## src/satt_pkg.sv

```systemverilog
// ----------------------------------------------------------------------------
// satt_pkg: shared definitions for the six-axis top-five tracker
// Holds the axis count, parameter defaults and the control struct that the
// top level hands to the lanes and to the result merge stage.
// ----------------------------------------------------------------------------
package satt_pkg;

	localparam int AXES             = 6;
	localparam int DEF_TOP_COUNT    = 5;
	localparam int DEF_SAMPLE_WIDTH = 16;

	// Control for one cycle: a sample request is taken, and whether it closes
	// the window.
	typedef struct packed {
		logic accept;
		logic window_end;
	} satt_ctl_t;

endpackage

```

## src/satt_lane.sv

```systemverilog
// ----------------------------------------------------------------------------
// satt_lane: ranked store for one axis
// A row of compare-and-shift cells that keeps the largest values seen in the
// window, in descending order, with a valid bit per cell.
// ----------------------------------------------------------------------------
module satt_lane
	import satt_pkg::*;
#(
	parameter int TOP_COUNT    = DEF_TOP_COUNT,
	parameter int SAMPLE_WIDTH = DEF_SAMPLE_WIDTH
) (
	input  logic                           clk,
	input  logic                           arst_n,
	input  satt_ctl_t                      ctl,
	input  logic signed [SAMPLE_WIDTH-1:0] sample,
	output logic signed [SAMPLE_WIDTH-1:0] nxt_val [TOP_COUNT],
	output logic                           nxt_vld [TOP_COUNT]
);

	logic signed [SAMPLE_WIDTH-1:0] val_q [TOP_COUNT];
	logic                           vld_q [TOP_COUNT];
	logic                           gt    [TOP_COUNT];

	// Since the store is sorted and empty cells sit at the bottom, the "new
	// value goes here or above" flag is monotone down the row. The insertion
	// point is the first cell whose flag is set.
	always_comb begin
		for (int j = 0; j < TOP_COUNT; j++) begin
			gt[j] = !vld_q[j] || (sample > val_q[j]);
		end
		nxt_val[0] = gt[0] ? sample : val_q[0];
		nxt_vld[0] = gt[0] ? 1'b1 : vld_q[0];
		for (int j = 1; j < TOP_COUNT; j++) begin
			if (!gt[j]) begin
				nxt_val[j] = val_q[j];
				nxt_vld[j] = vld_q[j];
			end else if (gt[j-1]) begin
				nxt_val[j] = val_q[j-1];
				nxt_vld[j] = vld_q[j-1];
			end else begin
				nxt_val[j] = sample;
				nxt_vld[j] = 1'b1;
			end
		end
	end

	always_ff @(posedge clk or negedge arst_n) begin
		if (!arst_n) begin
			for (int j = 0; j < TOP_COUNT; j++) vld_q[j] <= 1'b0;
		end else if (ctl.accept) begin
			for (int j = 0; j < TOP_COUNT; j++) vld_q[j] <= ctl.window_end ? 1'b0 : nxt_vld[j];
		end
	end

	always_ff @(posedge clk) begin
		if (ctl.accept) begin
			for (int j = 0; j < TOP_COUNT; j++) val_q[j] <= nxt_val[j];
		end
	end

endmodule

```

## src/satt_merge.sv

```systemverilog
// ----------------------------------------------------------------------------
// satt_merge: result bank and output sequencer
// Gathers the six lanes' ranks into one result per rank at the end of a
// window and shifts them out, rank 0 first.
// ----------------------------------------------------------------------------
module satt_merge
	import satt_pkg::*;
#(
	parameter int TOP_COUNT    = DEF_TOP_COUNT,
	parameter int SAMPLE_WIDTH = DEF_SAMPLE_WIDTH,
	parameter int RANK_W       = 3,
	parameter int OUT_W        = 104
) (
	input  logic                           clk,
	input  logic                           arst_n,
	input  satt_ctl_t                      ctl,
	input  logic signed [SAMPLE_WIDTH-1:0] lane_val [AXES][TOP_COUNT],
	input  logic                           lane_vld [AXES][TOP_COUNT],
	output logic                           busy,
	output logic                           tvalid,
	input  logic                           tready,
	output logic [OUT_W-1:0]               tdata,
	output logic [0:0]                     tuser,
	output logic                           tlast
);

	logic [SAMPLE_WIDTH-1:0] bank_q [TOP_COUNT][AXES];
	logic                    fill_q [TOP_COUNT];
	logic [RANK_W-1:0]       rank_q;
	logic                    busy_q;
	logic                    last_rank;
	logic                    take;

	assign last_rank = (rank_q == RANK_W'(TOP_COUNT - 1));
	assign take      = busy_q && tready;
	assign busy      = busy_q;
	assign tvalid    = busy_q;
	assign tlast     = last_rank;
	assign tuser     = fill_q[0];

	always_comb begin
		tdata = '0;
		tdata[RANK_W-1:0] = rank_q;
		for (int a = 0; a < AXES; a++) begin
			tdata[RANK_W + a*SAMPLE_WIDTH +: SAMPLE_WIDTH] = bank_q[0][a];
		end
	end

	always_ff @(posedge clk or negedge arst_n) begin
		if (!arst_n) begin
			busy_q <= 1'b0;
			rank_q <= '0;
		end else if (ctl.accept && ctl.window_end) begin
			busy_q <= 1'b1;
			rank_q <= '0;
		end else if (take) begin
			busy_q <= !last_rank;
			rank_q <= last_rank ? '0 : rank_q + 1'b1;
		end
	end

	// Empty ranks read as zero. Every lane sees every sample, so lane 0's
	// valid bit stands for the whole rank.
	always_ff @(posedge clk) begin
		if (ctl.accept && ctl.window_end) begin
			for (int r = 0; r < TOP_COUNT; r++) begin
				fill_q[r] <= lane_vld[0][r];
				for (int a = 0; a < AXES; a++) begin
					bank_q[r][a] <= lane_vld[a][r] ? lane_val[a][r] : '0;
				end
			end
		end else if (take) begin
			for (int r = 0; r < TOP_COUNT - 1; r++) begin
				fill_q[r] <= fill_q[r+1];
				for (int a = 0; a < AXES; a++) bank_q[r][a] <= bank_q[r+1][a];
			end
		end
	end

endmodule

```

## src/six_axis_top5_tracker_top.sv

```systemverilog
// ----------------------------------------------------------------------------
// six_axis_top5_tracker_top: per-axis top-five tracker for IMU samples
// Keeps the largest values of each of six axes over a window and reports
// them in rank order when the window closes.
// ----------------------------------------------------------------------------
// Usage:
// The slave channel takes one six-axis sample per request; tlast marks the
// last sample of a window. Each of the six lanes keeps its axis's largest
// values in a sorted row of compare-and-shift cells, so a sample is absorbed
// in the cycle it is taken; while idle, samples can arrive every cycle.
// When a request with tlast is taken, the updated ranks are copied into the
// result bank in that same edge and the lanes start the next window empty.
// The master channel then presents TOP_COUNT results, rank 0 first, the
// first one in the cycle after the closing sample; tlast flags the last
// rank and tuser tells whether the rank holds a sample.
// Within a window the lanes take a new sample every cycle; a closing sample
// is followed by a transfer of TOP_COUNT results, one per handshake.
// While results are pending the slave side holds tready low, except in the
// cycle the last result is taken. A stalled receiver simply holds the
// current result and, through the bank, stalls the input side.
// Reset clears the lanes' valid bits and the sequencer; no results are pending.
// ----------------------------------------------------------------------------
module six_axis_top5_tracker_top
	import satt_pkg::*;
#(
	parameter int TOP_COUNT    = DEF_TOP_COUNT,
	parameter int SAMPLE_WIDTH = DEF_SAMPLE_WIDTH,
	parameter int RANK_W       = (TOP_COUNT > 8) ? 4 : 3,
	parameter int IN_W         = ((AXES * SAMPLE_WIDTH + 7) / 8) * 8,
	parameter int OUT_W        = ((RANK_W + AXES * SAMPLE_WIDTH + 7) / 8) * 8
) (
	input  logic             clk,
	input  logic             arst_n,
	// Sample requests.
	input  logic             s_axis_tvalid,
	output logic             s_axis_tready,
	// accel_x, accel_y, accel_z, rate_x, rate_y, rate_z, zero fill.
	input  logic [IN_W-1:0]  s_axis_tdata,
	// window_end.
	input  logic             s_axis_tlast,
	// Ranked results.
	output logic             m_axis_tvalid,
	input  logic             m_axis_tready,
	// rank, top_accel_x, top_accel_y, top_accel_z, top_rate_x, top_rate_y,
	// top_rate_z, zero fill.
	output logic [OUT_W-1:0] m_axis_tdata,
	// slot_filled.
	output logic [0:0]       m_axis_tuser,
	// final_rank.
	output logic             m_axis_tlast
);

	satt_ctl_t                      ctl;
	logic                           busy;
	logic signed [SAMPLE_WIDTH-1:0] lane_val [AXES][TOP_COUNT];
	logic                           lane_vld [AXES][TOP_COUNT];

	// A new request may enter as soon as the last pending result leaves.
	assign s_axis_tready  = !busy || (m_axis_tready && m_axis_tlast);
	assign ctl.accept     = s_axis_tvalid && s_axis_tready;
	assign ctl.window_end = s_axis_tlast;

	for (genvar a = 0; a < AXES; a++) begin : g_lane
		satt_lane #(
			.TOP_COUNT   (TOP_COUNT),
			.SAMPLE_WIDTH(SAMPLE_WIDTH)
		) u_lane (
			.clk    (clk),
			.arst_n (arst_n),
			.ctl    (ctl),
			.sample (s_axis_tdata[a*SAMPLE_WIDTH +: SAMPLE_WIDTH]),
			.nxt_val(lane_val[a]),
			.nxt_vld(lane_vld[a])
		);
	end

	satt_merge #(
		.TOP_COUNT   (TOP_COUNT),
		.SAMPLE_WIDTH(SAMPLE_WIDTH),
		.RANK_W      (RANK_W),
		.OUT_W       (OUT_W)
	) u_merge (
		.clk     (clk),
		.arst_n  (arst_n),
		.ctl     (ctl),
		.lane_val(lane_val),
		.lane_vld(lane_vld),
		.busy    (busy),
		.tvalid  (m_axis_tvalid),
		.tready  (m_axis_tready),
		.tdata   (m_axis_tdata),
		.tuser   (m_axis_tuser),
		.tlast   (m_axis_tlast)
	);

`ifndef SYNTHESIS
	// A sample can only be taken during result transfer when the last result
	// leaves in the same cycle.
	a_no_overrun: assert property (@(posedge clk) disable iff (!arst_n)
		(ctl.accept && busy) |-> (m_axis_tready && m_axis_tlast))
		else $error("sample taken while results pending");

	// A closing sample starts the result run at rank 0 on the next cycle.
	a_run_start: assert property (@(posedge clk) disable iff (!arst_n)
		(ctl.accept && s_axis_tlast) |=>
		(m_axis_tvalid && m_axis_tdata[RANK_W-1:0] == '0))
		else $error("result run did not start at rank 0");

	// Once an empty rank is reported, the lower ranks of the run are empty too.
	a_empty_tail: assert property (@(posedge clk) disable iff (!arst_n)
		(m_axis_tvalid && m_axis_tready && !m_axis_tlast && !m_axis_tuser[0]) |=>
		!m_axis_tuser[0])
		else $error("filled rank after an empty one");
`endif

endmodule

```

## config.mk

```make
export PLATFORM = sky130hd
export DESIGN_NAME = six_axis_top5_tracker_top
export DESIGN_NICKNAME = d
export VERILOG_FILES = /design/src/satt_pkg.sv /design/src/satt_lane.sv /design/src/satt_merge.sv /design/src/six_axis_top5_tracker_top.sv
export SDC_FILE = /design/constraint.sdc
export NUM_CORES = 2
export LEC_CHECK = 0
export BUFFER_PORTS_ARGS = -buffer_cell sky130_fd_sc_hd__buf_2
export CAP_MARGIN = 0
export CORE_ASPECT_RATIO = 0.5
export CORE_MARGIN = 4
export CORE_UTILIZATION = 64
export CTS_CLUSTER_DIAMETER = 40
export DETAILED_ROUTE_END_ITERATION = 16
export GPL_ROUTABILITY_DRIVEN = 0
export HOLD_SLACK_MARGIN = 0.03
export PLACE_DENSITY = 0.82
export RECOVER_POWER = 100
export SYNTH_ARGS = -nofsm -noshare
export SYNTH_HDL_FRONTEND = slang
export SYNTH_SLANG_ARGS = --single-unit
```

## constraint.sdc

```tcl
create_clock -name clk -period 18.15 [get_ports clk]
set_input_delay 0.9075 -clock clk [delete_from_list [all_inputs] [get_ports clk]]
set_output_delay 0.9075 -clock clk [all_outputs]
set_load 0.05 [all_outputs]
```

==> results.py <==
metrics = {
    "timing": {
        "report.final.setup_viol": 0,
        "finalHoldViolations": 0,
        "fin_skew_ps": 29.7,
        "holdWs_ps": 510,
        "clock.fmax_mhz": 89.8,
        "setup_tns_ps": 0,
        "worst_slew_pin_slew_ps": 8610,
        "rsz0062_at_grt": "no",
        "slew_headroom": -4.74,
        "post-route-period-util": 0.613,
        "drv_slew": 1985,
        "period_minus_slack_ps": 11130,
    },
    "clocking": {
        "clock_path_buffers": 3,
        "clock-sinks": 999,
        "clk_latency_ps": 730,
        "cts_root_buf": "clkbuf_16",
        "cts_resized": 0,
        "cts.clk_slew.worst_paths_ps": 70,
        "cts_buffers": 107,
        "post_cts_buffers": 0,
        "h-tree-depth": 3,
        "cts_hold_buf": 0,
        "cts_tree": "yes",
    },
    "detailed_routing": {
        "antenna_left": 0,
        "drc": 0,
        "routed_wl_um": 156000,
        "dr.first_iter.drc_count": 4997,
        "via_per_inst": 6.49,
        "dr.pass1.iters": 6,
        "post_drt_wl_per_cell_um": 21.3,
        "vias": 47500,
    },
    "synth": {
        "synth.avg_cell_area_um2": 10.3,
        "synthTopCellsByArea": "edfxtp_1, ha_1, mux2i_1",
        "netlist.area_leader.share": 0.467,
        "synthesis.area_um2": 62000,
        "synth_flop_cell": "edfxtp_1",
        "synth_cell_type_count": 71,
        "synthArstFlopShare": 0.0340,
        "synth_edf_count": 965,
        "synth_seq_area_share": 0.481,
        "synth_cells": 5999,
        "ys.warnings.count": 0,
        "synth_top_area_cell": "edfxtp_1",
        "ys_ff_latch": 999,
    },
    "die": {
        "initial_utilization": 0.648,
        "row_count": 80,
        "ioPinCount": 209,
        "die_w_um": 448,
        "die-area_um2": 102000,
        "die_height_um": 228,
        "core_area_um2": 95700,
    },
    "global_routing": {
        "track_usage": 0.299,
        "grt_pass1_wl_um": 250000,
        "overflow": 0,
        "grt_pass1_vias": 47000,
        "grt_max_degree": 179,
        "antenna_found_initial": 12,
    },
    "finish": {
        "finalNetCount": 6523,
        "areaGrowthSynthToFinish_pct": 7.20,
        "drive_above_1_share": 0.0944,
        "fill_cells": 6724,
        "final_cell_area_um2": 66500,
    },
    "placement": {
        "io_buffers": 203,
        "hpwl_um": 103000,
        "placed_area_um2": 63200,
    },
    "worst_setup_path": {
        "critical_path_required_ps": 18430,
        "worstPathMaxFanout": 178,
        "path_class": "reg2reg",
        "crit_chain": "inv_1 -> ha_1 -> nand2_1 -> inv_1 -> a31oi_1 -> clkbuf_1 -> clkbuf_1 -> o311ai_0",
        "start_kind": "flip-flop",
        "cp-end-kind": "flip-flop",
        "critical_path.max_stage_delay_ps": 5950,
        "crit_arrival_ps": 11420,
        "slowest_stage": "clkbuf_1",
    },
    "power": {
        "p_leak_nw": 26.6,
        "irDropWorstVdd_v": 0.000131,
        "p_per_area_nw_per_um2": 155,
    },
    "flow_run": {
        "max-cap-violations": 36,
    },
    "outcome": {
        "violations": "capacitance limit, slew limit",
        "status": "finished with violations",
    },
    "hold_path": {
        "min_path_type": "reg2reg",
    },
}
flip-flops by register name, indices dropped and copies added, names as in the netlist:
name	count
u_merge.fill_q	5
g_lane.u_lane.vld_q	30
g_lane.u_lane.val_q	480
u_merge.busy	1
u_merge.rank_q	3
u_merge.bank_q	480
where the power goes:
part | total (mW) | internal [mW] | switching [mW]
logic | 3.85 | 1.35 | 2.50
registers | 4.11 | 3.68 | 0.425
clock network | 2.34 | 1.31 | 1.03
total | 10.3 | 6.34 | 3.95
layout make-up:
type | instances | area, µm² | share of cell area
clock inverters | 80 | 863 | 0.0130
flip-flops and latches | 999 | 29800 | 0.449
diodes | 9 | 22.5 | 0.000339
inverters | 506 | 1910 | 0.0287
clock buffers | 124 | 2840 | 0.0428
multi-input cells | 4067 | 28200 | 0.425
well taps | 1271 | 1590 | 0.0239
repair buffers | 259 | 1170 | 0.0177
critical path, delay by kind of cell, from the launching register on:
| kind | cells | cell delay, ps |
|---|---|---|
| AOI/OAI and AO/OA | 2 | 990 |
| DFF | 1 | 390 |
| buffers and inverters | 4 | 8870 |
| adders and majority gates | 1 | 220 |
| and+or+nand+nor | 1 | 100 |
logic make-up after synthesis:
logic type      synth area share
compound gates             0.148
other cells            0.0000605
fa+ha+maj                 0.0973
flops                      0.481
buf+inv                   0.0640
mux                        0.107
simple gates               0.103
cells in the final DEF, fill, tap and decap left out, types with 72 or more instances in the layout:
cell       count
clkbuf_1     149
nor2_1       424
o21ai_0      440
buf_2         98
nand3_1      129
nand2_1      600
ha_1         482
mux2_2       209
nand4_1       90
a21oi_1      474
clkbuf_16    109
o211ai_1     149
mux2i_1      357
edfxtp_1     965
inv_1        501
a31oi_1       72
worst paths after layout:
path / start / endpoint / slack (ps) / cells past startpoint
setup / recovery: u_merge.rank_q[0] / u_merge.bank_q[0][211] / 7020 / 8
hold / removal: u_merge.bank_q[0][430] / u_merge.bank_q[0][334] / 510 / 2
setup reg to reg: u_merge.rank_q[0] / u_merge.bank_q[0][211] / 7020 / 8
hold reg to reg: u_merge.bank_q[0][430] / u_merge.bank_q[0][334] / 510 / 2
max in group asynchronous: arst_n / g_lane[2].u_lane.vld_q[1] / 14970 / 2
min in group asynchronous: arst_n / g_lane[5].u_lane.vld_q[3] / 1380 / 2
routing by layer:
layer / global-route usage / part of all wire / vias up
met5: 0 / 0.00022 / -
met4: 0.107 / 0.034 / 6
met3: 0.0451 / 0.083 / 410
met2: 0.489 / 0.47 / 2339
met1: 0.407 / 0.41 / 22800
li1: - / - / 21900
metrics by stage:
step           std cells  utilization  power, mW  worst slack [ps]
2_1_floorplan       6003            -       7.16              1640
3_3_place_gp        7102        0.660       7.69             11810
3_5_place_dp        7102        0.660       7.89             11630
4_1_cts             7306        0.699       10.2             11680
5_1_grt             7314        0.694       10.9              6220
6_report            7315        0.695       10.3              7020
synthesized netlist by cell type, drive strengths merged, types with 4 or more instances:
cell and n:
and3 34, or2 8, o211ai 150, o311ai 16, a221o 28, a221oi 5, o22ai 26, and2 7
nand2b 18, a31o 18, clkbuf 262, or4 5, a31oi 73, nor2 426, o21a 62, o211a 5
buf 169, a22oi 25, edfxtp 965, o21ai 442, mux2 265, dfrtp 34, o31ai 54, a22o 9
a211oi 29, nand2 600, ha 482, mux2i 357, a211o 8, nor3 17, nor2b 38, inv 503
or3b 16, or3 25, and4 13, nand4 90, nand3 129, a2111oi 5, a2111o 4, nor4 9
a21o 44, a21oi 476, o221ai 16
(Power assumes the default switching activity.)
